File: src/rtl/lsvm_pkg.sv
package lsvm_pkg;

    // Request kinds carried on the input tuser.
    localparam logic [1:0] MODE_LOAD    = 2'd0;
    localparam logic [1:0] MODE_RESTART = 2'd1;
    localparam logic [1:0] MODE_MIX     = 2'd2;

    // Loop behaviour at the end of the sample.
    localparam logic [1:0] LOOP_STOP     = 2'd0;
    localparam logic [1:0] LOOP_FORWARD  = 2'd1;
    localparam logic [1:0] LOOP_PINGPONG = 2'd2;

    // Register indexes on the configuration port.
    localparam logic [2:0] REG_STEP           = 3'd0;
    localparam logic [2:0] REG_LOOP_START     = 3'd1;
    localparam logic [2:0] REG_LOOP_END       = 3'd2;
    localparam logic [2:0] REG_LOOP_MODE      = 3'd3;
    localparam logic [2:0] REG_SAMPLE_WIDTH   = 3'd4;
    localparam logic [2:0] REG_GAIN           = 3'd5;
    localparam logic [2:0] REG_START_POSITION = 3'd6;

    // Reset values of the registers that are not zero.
    localparam logic [15:0] STEP_RESET     = 16'd256;
    localparam logic [23:0] LOOP_END_RESET = 24'hFFFFFF;

    // Saturation bounds of the mixed output.
    localparam logic signed [17:0] SAT_POS = 18'sd32767;
    localparam logic signed [17:0] SAT_NEG = -18'sd32767;

    typedef struct packed {
        logic [15:0] step;
        logic [23:0] loop_start;
        logic [23:0] loop_end;
        logic [1:0]  loop_mode;
        logic        sample_width;
        logic [15:0] gain;
        logic [23:0] start_position;
    } lsvm_cfg_t;

    // Control that travels with a request from the voice stage to the mixer.
    typedef struct packed {
        logic is_mix;
        logic add_en;
        logic lane;
        logic active;
    } lsvm_ctl_t;

endpackage

File: src/rtl/lsvm_mix.sv
module lsvm_mix
    import lsvm_pkg::*;
(
    input  logic        aclk,
    input  logic        en2,
    input  logic        en_out,
    input  lsvm_ctl_t   ctl1,
    input  logic [15:0] left1,
    input  logic [15:0] right1,
    input  logic [7:0]  even_byte,
    input  logic [7:0]  odd_byte,
    input  logic        sample_width,
    input  logic [15:0] gain,
    output logic [15:0] out_left,
    output logic [15:0] out_right,
    output logic        out_active
);

    logic [7:0]         byte_sel;
    logic [15:0]        sample;
    logic signed [32:0] gain_x;
    logic signed [32:0] sample_x;
    logic signed [32:0] prod;

    logic signed [32:0] prod_reg;
    logic               wide_reg;
    lsvm_ctl_t          ctl2_reg;
    logic [15:0]        left2_reg;
    logic [15:0]        right2_reg;

    logic signed [32:0] shifted;
    logic signed [17:0] add;
    logic signed [17:0] sum_l;
    logic signed [17:0] sum_r;
    logic [15:0]        sat_l;
    logic [15:0]        sat_r;

    logic [15:0]        out_left_reg;
    logic [15:0]        out_right_reg;
    logic               out_active_reg;

    // Build the signed sample from the two banks and scale it by the gain.
    assign byte_sel = ctl1.lane ? odd_byte : even_byte;
    assign sample   = sample_width ? {odd_byte, even_byte} : {{8{byte_sel[7]}}, byte_sel};
    assign gain_x   = {17'd0, gain};
    assign sample_x = {{17{sample[15]}}, sample};
    assign prod     = ctl1.add_en ? gain_x * sample_x : '0;

    always_ff @(posedge aclk) begin
        if (en2) begin
            prod_reg   <= prod;
            wide_reg   <= sample_width;
            ctl2_reg   <= ctl1;
            left2_reg  <= left1;
            right2_reg <= right1;
        end
    end

    // Floor division by the sample scale is an arithmetic shift.
    assign shifted = wide_reg ? (prod_reg >>> 16) : (prod_reg >>> 8);
    assign add     = shifted[17:0];
    assign sum_l   = {{2{left2_reg[15]}}, left2_reg} + add;
    assign sum_r   = {{2{right2_reg[15]}}, right2_reg} + add;

    always_comb begin
        priority if (sum_l > SAT_POS) begin
            sat_l = SAT_POS[15:0];
        end else if (sum_l < SAT_NEG) begin
            sat_l = SAT_NEG[15:0];
        end else begin
            sat_l = sum_l[15:0];
        end
        priority if (sum_r > SAT_POS) begin
            sat_r = SAT_POS[15:0];
        end else if (sum_r < SAT_NEG) begin
            sat_r = SAT_NEG[15:0];
        end else begin
            sat_r = sum_r[15:0];
        end
    end

    // Output register; loads and restarts report zero levels.
    always_ff @(posedge aclk) begin
        if (en_out) begin
            out_left_reg   <= ctl2_reg.is_mix ? sat_l : 16'd0;
            out_right_reg  <= ctl2_reg.is_mix ? sat_r : 16'd0;
            out_active_reg <= ctl2_reg.active;
        end
    end

    assign out_left   = out_left_reg;
    assign out_right  = out_right_reg;
    assign out_active = out_active_reg;

endmodule

File: config.mk
export PLATFORM = sky130hd
export DESIGN_NAME = lsvm_mix
export DESIGN_NICKNAME = d
export VERILOG_FILES = /design/src/rtl/lsvm_pkg.sv /design/src/rtl/lsvm_mix.sv
export SDC_FILE = /design/constraint.sdc
export NUM_CORES = 1
export LEC_CHECK = 0
export ABC_AREA = 0
export ABC_CLOCK_PERIOD_IN_PS = 9200
export BUFFER_PORTS_ARGS = -buffer_cell sky130_fd_sc_hd__buf_2
export CAP_MARGIN = 20
export CORE_MARGIN = 5
export CORE_UTILIZATION = 45
export DETAILED_ROUTE_END_ITERATION = 8
export PLACE_DENSITY = 0.66
export SYNTH_ARGS = -nofsm -noshare
export SYNTH_HDL_FRONTEND = slang
export SYNTH_SLANG_ARGS = --single-unit
File: constraint.sdc
create_clock -name aclk -period 9.2 [get_ports aclk]
set_clock_uncertainty 0.2 [all_clocks]
set_input_delay 0.46 -clock aclk [delete_from_list [all_inputs] [get_ports aclk]]
set_output_delay 0.46 -clock aclk [all_outputs]
set_load 0.1 [all_outputs]
# After elaboration in Yosys (flattened, before gate mapping)
# Index checks and enable logic that the tools add are counted.
[word_totals] memories=0 ramBits=0 rom_bits=0 register_bits=101 in_bits=72 latch_bits=0 out_inout_bits=33 elab_cells=28
[classes] bitwise=1 n_eq_ne=0 reduce_logical=2 div=0 multipliers=1 magnitude_cmp=4 addsub=2 muxes=7 shift=0
[op_table] op="two-way mux 16 bit" n=3
[op_table] op="adder 18 bit" n=2
[op_table] op="greater-than comparator 18 x 16 -> 1 bit, second input constant" n=2
[op_table] op="< comparator 18 x 16 -> 1 bit, second input constant" n=2
[op_table] op="multiplier 17 x 16 -> 33 bit" n=1
[op_table] op="two-way mux 15 bit" n=2
[op_table] op="two-way mux 18 bit" n=1
[op_table] op="two-way mux 8 bit" n=1
[op_table] op="OR reduction 2 bit" n=2
[op_table] op="NOT 1 bit" n=1

# Longest topological paths before layout
[depth] depth_word=5 depth_mapped=26 mapped_depth_nobuf=25

# Worst setup path after synthesis
# No wires, ideal clock.
[synth_path] kind="input port to flip-flop" from="input port sample_width" to="register prod_reg[32] (data pin)" cell_stages=26 slack_ns=1.975 t_arrival_ns=6.758 n_path_buf=2 setup_ns=0.267 required_ns=8.733 path_cell_list="clkbuf_1 nor2_1 a21o_1 clkbuf_1 nand2_1 fa_1 inv_1 fa_1 inv_1 fa_1 inv_1 fa_1 fa_1 inv_1 fa_1 inv_1 ha_1 a21oi_1 o21ai_1 nor3b_1 o31a_1 a31oi_2 o31ai_4 a2111oi_1 o21ai_1 nor3b_2"
[synth_between] elab_chain_cells=2
[synth_lines] item="from (decl)" line_no="lsvm_mix.sv:12" text="input logic sample_width,"
[synth_lines] item="two-way mux 16 bit" line_no="lsvm_mix.sv:44" text="assign sample = sample_width ? {odd_byte, even_byte} : {{8{byte_sel[7]}}, byte_sel};"
[synth_lines] item="multiplier 17 x 16 -> 33 bit" line_no="lsvm_mix.sv:47" text="assign prod = ctl1.add_en ? gain_x * sample_x : '0;"
[synth_lines] item="to (signal assigned)" line_no="lsvm_mix.sv:51" text="prod_reg <= prod;"
[synth_lines] item="to (decl)" line_no="lsvm_mix.sv:25" text="logic signed [32:0] prod_reg;"
# No other way between the ends.
# A chain may end at the register's enable or synchronous reset.

# Worst setup path in the final report
# Ends and elaborated chain as after synthesis.

==> impl_metrics.json <==
{
  "pin_count": 105,
  "synth_cell_types": 69,
  "die_h_um": 187.3,
  "diodes": 0,
  "wl_per_cell_um": 16.74,
  "grt_max_degree": 61,
  "drv_cap": 0,
  "grt_pass1_wl_um": 53960,
  "worstPathMaxFanout": 16,
  "drtIter0Drc": 530,
  "io_buffers": 104,
  "nets": 1968,
  "antenna_found_initial": 0,
  "die_x_um": 187.3,
  "worstHoldPathType": "in -> reg",
  "cpPeakStageDelay_ns": 0.56,
  "critPathLaunchType": "input pin",
  "status": "completed",
  "post-route-period-util_pct": 81.08,
  "post-dp-hpwl_um": 26730,
  "required_ns": 9.08,
  "gp_congestion": 0.8641,
  "routed_via_density": 5.285,
  "crit_arrival_ns": 7.34,
  "worst_pin_slew_ns": 0.8239,
  "clock-root-buffer": "clkbuf_16",
  "die_area_um2": 35090,
  "ys_top_cells_by_count": "inv_1 (257), fa_1 (195), ha_1 (153)",
  "setup_violations": 0,
  "largest_reg_flops": 25,
  "post_cts_buffers": 0,
  "async_flop_share_pct": 0,
  "layout-drive-gt1-share_pct": 10.37,
  "crit_type": "in -> reg",
  "worstSkewPairLatency_ns": 0.35,
  "synth_edf_count": 93,
  "cts_tree": "built",
  "grt.total_usage_pct": 18.77,
  "crit_family": "adder cells",
  "avgSynthCellArea_um2": 9.587,
  "synth_top_area_share_pct": 27.59,
  "path_common_cell": "fa_1",
  "crit_slowest_cell": "fa_1",
  "clk_pin_slew_ns": 0.06,
  "synth_warnings": 0,
  "ys_top_cells_by_area": "fa_1 (28%), edfxtp_1 (20%), ha_1 (14%)",
  "ctsResizeCount": 0,
  "synth_ff_type": "edfxtp_1",
  "start_util_pct": 45.19,
  "area_growth_pct": 7.851,
  "ys_ff_latch": 93,
  "crit_buf_inv": 6,
  "fin_tns_setup_ns": 0,
  "dr.pass1.iters": 5,
  "placementRows": 65,
  "post-route-drc-count": 0,
  "core_region_area_um2": 31310,
  "seq_area_frac_synth_pct": 19.73,
  "synth_area_um2": 14150,
  "postSynthCellCount": 1476,
  "end_kind": "flop",
  "routed_wl_um": 32720,
  "grt_pass1_vias": 10567,
  "timing.hold.ws_ns": 0.08606,
  "yosys.area.top_type": "fa_1",
  "hold_violations": 0,
  "maxSlewViolCount": 0,
  "fmax_mhz": 134.1,
  "finalCriticalPeriod_ns": 7.459,
  "rsz0062_at_grt": "no",
  "relSlewSlack_pct": 45.07,
  "vias": 10326,
  "postCtsHoldBufs": 0,
  "ant_nets": 0,
  "grt_remaining_overflow": 0,
  "cts.sinks": 93,
  "yosysMostFrequentCell": "inv_1",
  "cts_buffers": 9,
  "syn-num-nets": 1896,
  "htreeDepth": 3,
  "clk_path_buf_depth": 2
}
-- cells by family after synthesis --
| logic type | synth area share, % |
|---|---|
| xor+xnor | 3.404 |
| mux | 2.387 |
| compound gates | 9.938 |
| simple gates | 15.15 |
| fa+ha+maj | 41.11 |
| flops | 19.73 |
| buf+inv | 8.267 |
-- layout make-up --
type | instances | area (um^2)
Clock buffer | 10 | 229.0
Clock inverter | 5 | 26.28
Fill cell | 2962 | 16050
Inverter | 257 | 964.7
Multi-Input combinational cell | 1078 | 10190
Sequential cell | 93 | 2793
Tap cell | 402 | 503.0
Timing Repair Buffer | 109 | 558.0
-- path summary, 6_finish.rpt --
check | from | end | slack (ns) | depth (start not counted)
worst max-delay path | sample_width | prod_reg[32]$_SDFFCE_PN0P_ | 1.74 | 25
worst min-delay path | left1[14] | left2_reg[14]$_DFFE_PP_ | 0.09 | 1
worst max register to register | wide_reg$_DFFE_PP_ | out_right[4]$_SDFFCE_PN0P_ | 4.58 | 12
worst min register to register | ctl2_reg[0]$_DFFE_PP_ | out_active$_DFFE_PP_ | 0.22 | 0
-- per-layer routing --
layer | global-route usage [%] | part of all wire (%)
met5 | 0 | 0
met1 | 25.69 | 45
met2 | 31.35 | 48
met4 | 5.973 | 2.7
met3 | 2.221 | 4.4
-- per-stage QoR --
step                      utilization (%)  area (um^2)  std cells  worst slack, ns
final                               48.74        15260       1954            1.741
after detailed placement            47.93        15010       1939            1.448
after global routing                48.74        15260       1954            1.397
after global placement              47.93        15010       1939            1.648
after floorplan                         -        14150       1476            1.975
after CTS                           48.74        15260       1954            1.806
-- cells in the final DEF, fill, tap and decap left out, types with 9 or more instances in the layout --
master | netlist | routed
o21ai_0 | 33 | 33
nand2b_1 | 13 | 13
edfxtp_1 | 93 | 93
inv_1 | 257 | 257
nor3_1 | 12 | 12
a21o_1 | 29 | 29
a21oi_1 | 64 | 64
ha_1 | 153 | 153
nand2_1 | 152 | 152
o22ai_1 | 11 | 11
nand3_1 | 11 | 11
fa_1 | 195 | 195
and3_1 | 10 | 10
nand4_1 | 11 | 11
and2_1 | 68 | 68
nor2_1 | 69 | 69
nor2b_1 | 58 | 58
xnor2_1 | 32 | 32
mux2_2 | 20 | 20
xor2_1 | 23 | 23
buf_2 | 2 | 104
mux2i_1 | 9 | 9
clkbuf_16 | 0 | 9
Power is left out: the tool's default activity adds up to more than one toggle a clock period on the data nets, which glitch-free logic cannot reach.
