==> config.mk <==
export PLATFORM = sky130hd
export DESIGN_NAME = lsvm_voice
export DESIGN_NICKNAME = d
export VERILOG_FILES = /design/src/rtl/lsvm_pkg.sv /design/src/rtl/lsvm_voice.sv
export SDC_FILE = /design/constraint.sdc
export NUM_CORES = 1
export LEC_CHECK = 0
export BUFFER_PORTS_ARGS = -buffer_cell sky130_fd_sc_hd__buf_2
export CAP_MARGIN = 30
export CELL_PAD_IN_SITES_DETAIL_PLACEMENT = 0
export CELL_PAD_IN_SITES_GLOBAL_PLACEMENT = 2
export CORE_MARGIN = 2
export CORE_UTILIZATION = 37
export CTS_BUF_LIST = sky130_fd_sc_hd__clkbuf_4
export CTS_CLUSTER_DIAMETER = 80
export CTS_CLUSTER_SIZE = 40
export DETAILED_ROUTE_END_ITERATION = 7
export GPL_TIMING_DRIVEN = 0
export PLACE_DENSITY = 0.86
export SYNTH_ARGS = -nofsm -noshare
export SYNTH_HDL_FRONTEND = slang
export SYNTH_SLANG_ARGS = --single-unit
==> constraint.sdc <==
create_clock -name aclk -period 12.25 [get_ports aclk]
set_clock_uncertainty 0.15 [all_clocks]
set_input_delay 1.225 -clock aclk [delete_from_list [all_inputs] [get_ports aclk]]
set_output_delay 1.225 -clock aclk [all_outputs]
set_load 0.02 [all_outputs]
==> src/rtl/lsvm_pkg.sv <==
package lsvm_pkg;

    // Request kinds carried on the input tuser.
    localparam logic [1:0] MODE_LOAD    = 2'd0;
    localparam logic [1:0] MODE_RESTART = 2'd1;
    localparam logic [1:0] MODE_MIX     = 2'd2;

    // Loop behaviour at the end of the sample.
    localparam logic [1:0] LOOP_STOP     = 2'd0;
    localparam logic [1:0] LOOP_FORWARD  = 2'd1;
    localparam logic [1:0] LOOP_PINGPONG = 2'd2;

    // Register indexes on the configuration port.
    localparam logic [2:0] REG_STEP           = 3'd0;
    localparam logic [2:0] REG_LOOP_START     = 3'd1;
    localparam logic [2:0] REG_LOOP_END       = 3'd2;
    localparam logic [2:0] REG_LOOP_MODE      = 3'd3;
    localparam logic [2:0] REG_SAMPLE_WIDTH   = 3'd4;
    localparam logic [2:0] REG_GAIN           = 3'd5;
    localparam logic [2:0] REG_START_POSITION = 3'd6;

    // Reset values of the registers that are not zero.
    localparam logic [15:0] STEP_RESET     = 16'd256;
    localparam logic [23:0] LOOP_END_RESET = 24'hFFFFFF;

    // Saturation bounds of the mixed output.
    localparam logic signed [17:0] SAT_POS = 18'sd32767;
    localparam logic signed [17:0] SAT_NEG = -18'sd32767;

    typedef struct packed {
        logic [15:0] step;
        logic [23:0] loop_start;
        logic [23:0] loop_end;
        logic [1:0]  loop_mode;
        logic        sample_width;
        logic [15:0] gain;
        logic [23:0] start_position;
    } lsvm_cfg_t;

    // Control that travels with a request from the voice stage to the mixer.
    typedef struct packed {
        logic is_mix;
        logic add_en;
        logic lane;
        logic active;
    } lsvm_ctl_t;

endpackage

==> src/rtl/lsvm_voice.sv <==
module lsvm_voice
    import lsvm_pkg::*;
#(
    parameter int WORD_W = 15
) (
    input  logic              aclk,
    input  logic              aresetn,
    input  logic              accept,
    input  logic [1:0]        mode,
    input  lsvm_cfg_t         cfg,
    output logic [WORD_W-1:0] rd_word,
    output lsvm_ctl_t         ctl
);

    logic [23:0] position_reg, position_next;
    logic        backward_reg, backward_next;
    logic        active_reg, active_next;

    logic [23:0] pos_loop;
    logic        bw_loop;
    logic        act_loop;
    logic [23:0] pos_step;
    logic [15:0] sample_idx;
    logic [31:0] word_wide;
    logic        is_mix;

    assign is_mix = (mode == MODE_MIX);

    // Loop handling ahead of the sample fetch.
    always_comb begin
        pos_loop = position_reg;
        bw_loop  = backward_reg;
        act_loop = active_reg;
        if (is_mix && active_reg) begin
            if (backward_reg) begin
                if (position_reg <= cfg.loop_start) begin
                    bw_loop  = 1'b0;
                    pos_loop = {cfg.loop_start[22:0], 1'b0} - position_reg;
                end
            end else if (position_reg >= cfg.loop_end) begin
                unique case (cfg.loop_mode)
                    LOOP_STOP: begin
                        act_loop = 1'b0;
                    end
                    LOOP_PINGPONG: begin
                        bw_loop  = 1'b1;
                        pos_loop = {cfg.loop_end[22:0], 1'b0} - position_reg;
                    end
                    default: begin
                        pos_loop = position_reg + cfg.loop_start - cfg.loop_end;
                    end
                endcase
            end
        end
    end

    // Advance by the step in the current direction.
    assign pos_step = bw_loop ? (pos_loop - {8'd0, cfg.step}) : (pos_loop + {8'd0, cfg.step});

    always_comb begin
        position_next = position_reg;
        backward_next = backward_reg;
        active_next   = active_reg;
        unique case (mode)
            MODE_RESTART: begin
                position_next = cfg.start_position;
                backward_next = 1'b0;
                active_next   = 1'b1;
            end
            MODE_MIX: begin
                position_next = act_loop ? pos_step : pos_loop;
                backward_next = bw_loop;
                active_next   = act_loop;
            end
            default: begin
                position_next = position_reg;
            end
        endcase
    end

    always_ff @(posedge aclk) begin
        if (!aresetn) begin
            position_reg <= '0;
            backward_reg <= 1'b0;
            active_reg   <= 1'b0;
        end else if (accept) begin
            position_reg <= position_next;
            backward_reg <= backward_next;
            active_reg   <= active_next;
        end
    end

    // Word address into the two byte banks: one word holds a 16-bit sample,
    // or two 8-bit samples of which the low index bit picks the bank.
    assign sample_idx = pos_loop[23:8];
    assign word_wide  = cfg.sample_width ? {16'd0, sample_idx} : {17'd0, sample_idx[15:1]};
    assign rd_word    = word_wide[WORD_W-1:0];

    assign ctl.is_mix = is_mix;
    assign ctl.add_en = is_mix && act_loop;
    assign ctl.lane   = sample_idx[0];
    assign ctl.active = active_next;

    a_restart_plays: assert property (@(posedge aclk) disable iff (!aresetn)
        aresetn && accept && (mode == MODE_RESTART) |=> active_reg && !backward_reg)
        else $error("voice not playing forward after a restart");

    a_stop_only_at_end: assert property (@(posedge aclk) disable iff (!aresetn)
        $fell(active_reg) && $past(aresetn)
        |-> $past(accept && (mode == MODE_MIX) && (cfg.loop_mode == LOOP_STOP)))
        else $error("voice stopped without a mix request in stop mode");

endmodule

# After elaboration in Yosys (flattened, before gate mapping)
# Index checks and enable logic that the tools add are counted.
# W data, S select, Z words.
word_totals:
  register_bits: 26
  inputBits: 112
  output_inout_bits: 19
  word_cells: 39
op_classes:
  n_addsub: 6
  n_lt_le_gt_ge: 2
  n_eq_ne: 3
  n_mux: 20
  reduce_logical: 5
ops:
  columns: ["operator", "count"]
  rows:
  - ["$mux W24", 6]
  - ["$pmux W24 S2", 2]
  - ["$sub A24 B24 Y24", 3]
  - ["$add A24 B16 Y24", 1]
  - ["$add A24 B24 Y24", 1]
  - ["$ge A24 B24 Y1", 1]
  - ["$le A24 B24 Y1", 1]
  - ["$sub A24 B16 Y24", 1]
  - ["$mux W15", 1]
  - ["$mux W1", 9]
  - ["$eq A2 B2 Y1 const B", 2]
  - ["$pmux W1 S2", 2]
  - ["$eq A2 B1 Y1 const B", 1]
  - ["$logic_and A1 B1 Y1", 2]
  - ["$logic_not A2 Y1", 1]
  - ["$reduce_and A2 Y1", 1]
  - ["$reduce_bool A2 Y1", 1]

# Depth between registers and ports, before layout
logic_depth:
  depth_word: 10
  mapped_depth: 31
  depth_no_buf: 31

# Least setup slack after synthesis
# Ideal clock, no wire load.
synth_timing:
  kind: "input -> register"
  start: "in cfg[68] (netlist bit)"
  end: "reg position_reg[23]"
  setup_ns: 0.117
  arrival_time_ns: 6.483
  t_required_ns: 11.983
  setup_slack_ns: 5.500
  stages: 27
  n_path_buf: 0
  cell_sequence: "inv_1 -> fa_1 -> inv_1 -> fa_1 -> a21o_1 -> a21o_1 -> a2111oi_4 -> nor2_1 -> nor2_1 -> xnor2_1 -> a22o_1 -> a22oi_1 -> o2bb2ai_1 -> ha_1 -> a21oi_1 -> nand2b_1 -> o21ai_0 -> a21oi_1 -> o211ai_1 -> a21boi_0 -> o311ai_0 -> o211ai_2 -> a41oi_2 -> mux2i_1 -> o211ai_1 -> a21bo_2 -> o21ai_1"
synth_lines:
  columns: ["item", "line", "rtl"]
  rows:
  - ["start: declaration", "lsvm_voice.sv:10", "input lsvm_cfg_t cfg,"]
  - ["end signal: assignment", "lsvm_voice.sv:87", "position_reg <= position_next;"]
  - ["end: declaration", "lsvm_voice.sv:15", "logic [23:0] position_reg, position_next;"]

# Worst setup path in the final report
layout_timing:
  start: "in cfg[60] (netlist bit)"
  end: "reg position_reg[21]"
layout_via:
  elab_chain_len: 9
  elab_cells_between_ends: 18
  classes_between: "add/sub: 4; order compare: 1; mux: 13"
layout_lines:
  columns: ["item", "line", "rtl"]
  rows:
  - ["$sub A24 B24 Y24, on equally long branches", "lsvm_voice.sv:50, lsvm_voice.sv:47", null]
  - ["$pmux W24 S2", "lsvm_voice.sv:41", "unique case (cfg.loop_mode)"]
  - ["$mux W24", "lsvm_voice.sv:40", "end else if (position_reg >= cfg.loop_end) begin"]
  - ["$mux W24", "lsvm_voice.sv:35", "if (backward_reg) begin"]
  - ["$mux W24", "lsvm_voice.sv:34", "if (is_mix && active_reg) begin"]
  - ["$add A24 B16 Y24 or $sub A24 B16 Y24 (tied branches)", "lsvm_voice.sv:58", "assign pos_step = bw_loop ? (pos_loop - {8'd0, cfg.step}) : (pos_loop + {8'd0, cfg.step});"]
  - ["$mux W24", "lsvm_voice.sv:58", null]
  - ["$mux W24 (*)", "lsvm_voice.sv:71", "position_next = act_loop ? pos_step : pos_loop;"]
  - ["$pmux W24 S2 (*)", "lsvm_voice.sv:64", "unique case (mode)"]
# Every way passes the cells marked *; elsewhere a longest branch is shown, timed or not.
# A chain may end at the register's enable or synchronous reset.

==> summary.md <==
| Metric | Value |
|---|---|
| Status | finished, final reports clean |
| Sw frac | 0.530 |
| CTS H-tree depth | 1 |
| Post-synthesis cell type count | 83 |
| Vias per cell | 5.55 |
| DP Cell Count | 1,673 |
| Final hold violations | 0 |
| Share of post-route cells with drive strength above 1 | 0.118 |
| Setup violations, final | 0 |
| Leakage power | 4.76 nW |
| Worst reg2reg path endpoint | position_reg[21] |
| Final Wtd Congestion | 0.934 |
| Cell Pwr Density | 71.9 nW/um2 |
| Final Non-Filler Cells | 1,678 |
| Num rows | 56 |
| Layout area overhead | 11.1% |
| Via count | 9,313 |
| FMAX | 0.126 GHz |
| Routed WL | 31.8 mm |
| Number of flip-flops under the largest register name | 24 |
| Core Area | 23,600 um2 |
| Total CTS buffers | 3 |
| Worst skew pair latency | 350 ps |
| Slew margin rel. | 0.339 |
| Mapped Cells | 1,242 |
| Tot GR Track Use | 0.246 |
| Clock Sinks | 26 |
| Fin nets | 1,638 |
| Sequential share of the synthesized area | 0.0583 |
| Grt met1 use | 0.364 |
| Grt met3 use | 0.00808 |
| Crit Path Max Fanout | 10 |
| Synth warn | 0 |
| First-pass GRT wire length | 49.7 mm |
| Port Buf Inserts | 112 |
| WL/cell | 18.9 um |
| Most used DFF post-synth | dfxtp_1 |
| Power share of the clock group | 0.057 |
| Clock Tree Buf Depth | 2 |
| Post-CTS setup buffer count | 0 |
| Starting DRC count in detailed routing | 628 |
| Crit. End Element | flop |
| Tcrit/Tclk final | 0.648 |
| Die Area | 25,400 um2 |
| Post-CTS sizing | 0 |
| Syn Nets | 1,521 |
| Hold-fix buffers, CTS | 0 |
| Internal | 0.335 mW |
| Comb power frac | 0.797 |
| DP Wirelength | 27.7 mm |
| Hold-critical path endpoint | position_reg[3] |
| Post-synth EDFFs | 0 |
| Critical setup path kind | input port to flop |
| Total global routing overflow | 0 |
| Final slew viol count | 0 |
| DR pass1 iterations | 5 |
| Flop pwr share | 0.146 |
| RSZ-0062 raised after global routing | false |
| Io pins | 131 |
| Max-Cap Viols | 0 |
| Initial antenna violation count | 1 |
| Worst reg-to-reg path cell count | 23 |
| FF+latch count, synth | 26 |
| Synth Cell Area | 8930 um2 |
| Number of global-route vias before repair | 8,955 |
| Die X | 159 um |
| Critical Path RT | 12,350 ps |
| GR Util met2 | 0.398 |
| Hold_sp | position_reg[3] |
| Initial Util | 0.378 |
| Reg2reg start | position_reg[19] |
| Die height | 159 um |
| GRT Max-Usage Layer | met2 |
| Slew @ Worst Pin | 985 ps |
| Sw Pwr | 0.377 mW |
| Largest net degree at the start of global routing | 15 |
| Async S/R FF share, synth | 0 |
| Avg Cell Area, Syn | 7.19 um2 |
| Peak VDD IR | 0.0345 mV |
| Startpoint class of the critical path | input port |
| Drt drc | 0 |
| Antenna viol nets, final | 0 |
| Flop2flop setup slack | 4900 ps |
| Root Buffer | clkbuf_4 |
| CTS tree | yes |
| Min-Delay Path Class | flop to flop |
| Setup TNS | 0 ps |
| Worst-path clk slew | 160 ps |
| CP arrival | 8040 ps |
| Min Tclk post-route | 7940 ps |
| Hold Path Cell Cnt | 2 |
[power groups by stage]
stage / Sequential (mW) / Clock (mW) / Combinational (mW)
after floorplan: 0.0996 / 0 / 0.412
after global placement: 0.106 / 0 / 0.559
after detailed placement: 0.106 / 0 / 0.560
after CTS: 0.104 / 0.0405 / 0.564
after global routing: 0.105 / 0.0445 / 0.635
final: 0.104 / 0.0406 / 0.568
[cell families (layout without fill, tap and decap cells)]
family,after synthesis,count (layout),synth area share
AOI/OAI and AO/OA,440,440,0.331
and+or+nand+nor,321,321,0.176
buffers and inverters,192,308,0.0817
adders and majority gates,167,167,0.256
xor gates and xnor gates,83,83,0.0814
DFF,26,26,0.0583
muxes,13,13,0.0156
other,0,1,0
[placed cells by master (no fill, tap or decap), drive strengths merged, types with 28 or more instances in the layout]
master	netlist	final
xnor2	51	51
nand2	98	98
nor2	80	80
inv	154	154
xor2	32	32
buf	3	115
a21oi	122	122
clkbuf	34	37
ha	141	141
nand3	28	28
a21o	39	39
o21ai	93	93
[final cells by class]
class                           instances  area, um2
Tap cell                              319        399
Clock buffer                            3       22.5
Fill cell                            2607      13700
Multi-Input combinational cell       1024       7680
Sequential cell                        26        520
Clock inverter                          1       3.75
Timing Repair Buffer                  112        561
Buffer                                 37        148
Antenna cell                            1       2.50
Inverter                              155        582
[critical path: stages]
cell and delay [ps]:
buf_2 130, inv_1 60, ha_1 310, nand4_1 100
nor3_1 420, o211ai_1 170, o211ai_1 580, clkbuf_1 540
o21ai_1 520, a221oi_1 440, a21oi_1 80, o22ai_1 430
ha_1 320, nand2b_1 90, a21oi_1 100, o311ai_0 540
a21oi_1 200, o211ai_1 250, a21boi_0 150, o311ai_0 170
o211ai_2 220, a21o_1 220, a211o_1 300, a221oi_1 320
o22ai_1 130
[per-stage QoR]
step	cell area [um2]	util	power, mW	hold slack [ps]	setup slack [ps]
2_1_floorplan	8930	-	0.511	397	5500
3_3_place_gp	9890	0.419	0.665	471	3960
3_5_place_dp	9890	0.419	0.665	466	3920
4_1_cts	9910	0.420	0.708	496	4280
5_1_grt	9920	0.420	0.784	525	3890
6_report	9920	0.420	0.712	497	4310
[per-layer routing]
layer  vias to the layer above  wire length, um
met5                         -                0
met3                        22             1620
li1                       4728                -
met2                       260            14000
met1                      4303            15600
met4                         0              529
[synth_stat cells, types with 15 or more instances]
library cell | number | area share
nand2b_1 | 15 | 0.011
fa_1 | 26 | 0.058
o211ai_1 | 19 | 0.016
nor2b_1 | 20 | 0.014
nand3_1 | 28 | 0.016
xnor2_1 | 51 | 0.050
xor2_1 | 32 | 0.031
dfxtp_1 | 26 | 0.058
clkbuf_1 | 34 | 0.014
nand2_1 | 98 | 0.041
a221oi_1 | 21 | 0.021
ha_1 | 141 | 0.20
a21oi_1 | 122 | 0.068
o21a_1 | 23 | 0.019
inv_1 | 152 | 0.064
o21ai_0 | 88 | 0.049
nor2_1 | 80 | 0.034
a21o_1 | 39 | 0.033
[worst max path at each step]
stage                  from          endpoint  slack, ps  depth (start not counted)
floorplan           cfg[68]  position_reg[23]       5500                         27
global placement    cfg[60]  position_reg[23]       3960                         26
detailed placement  cfg[60]  position_reg[21]       3920                         25
CTS                 cfg[60]  position_reg[21]       4280                         25
global route        cfg[60]  position_reg[23]       3890                         26
finish              cfg[60]  position_reg[21]       4310                         25
Note: power is estimated with default switching activity, not from simulation.
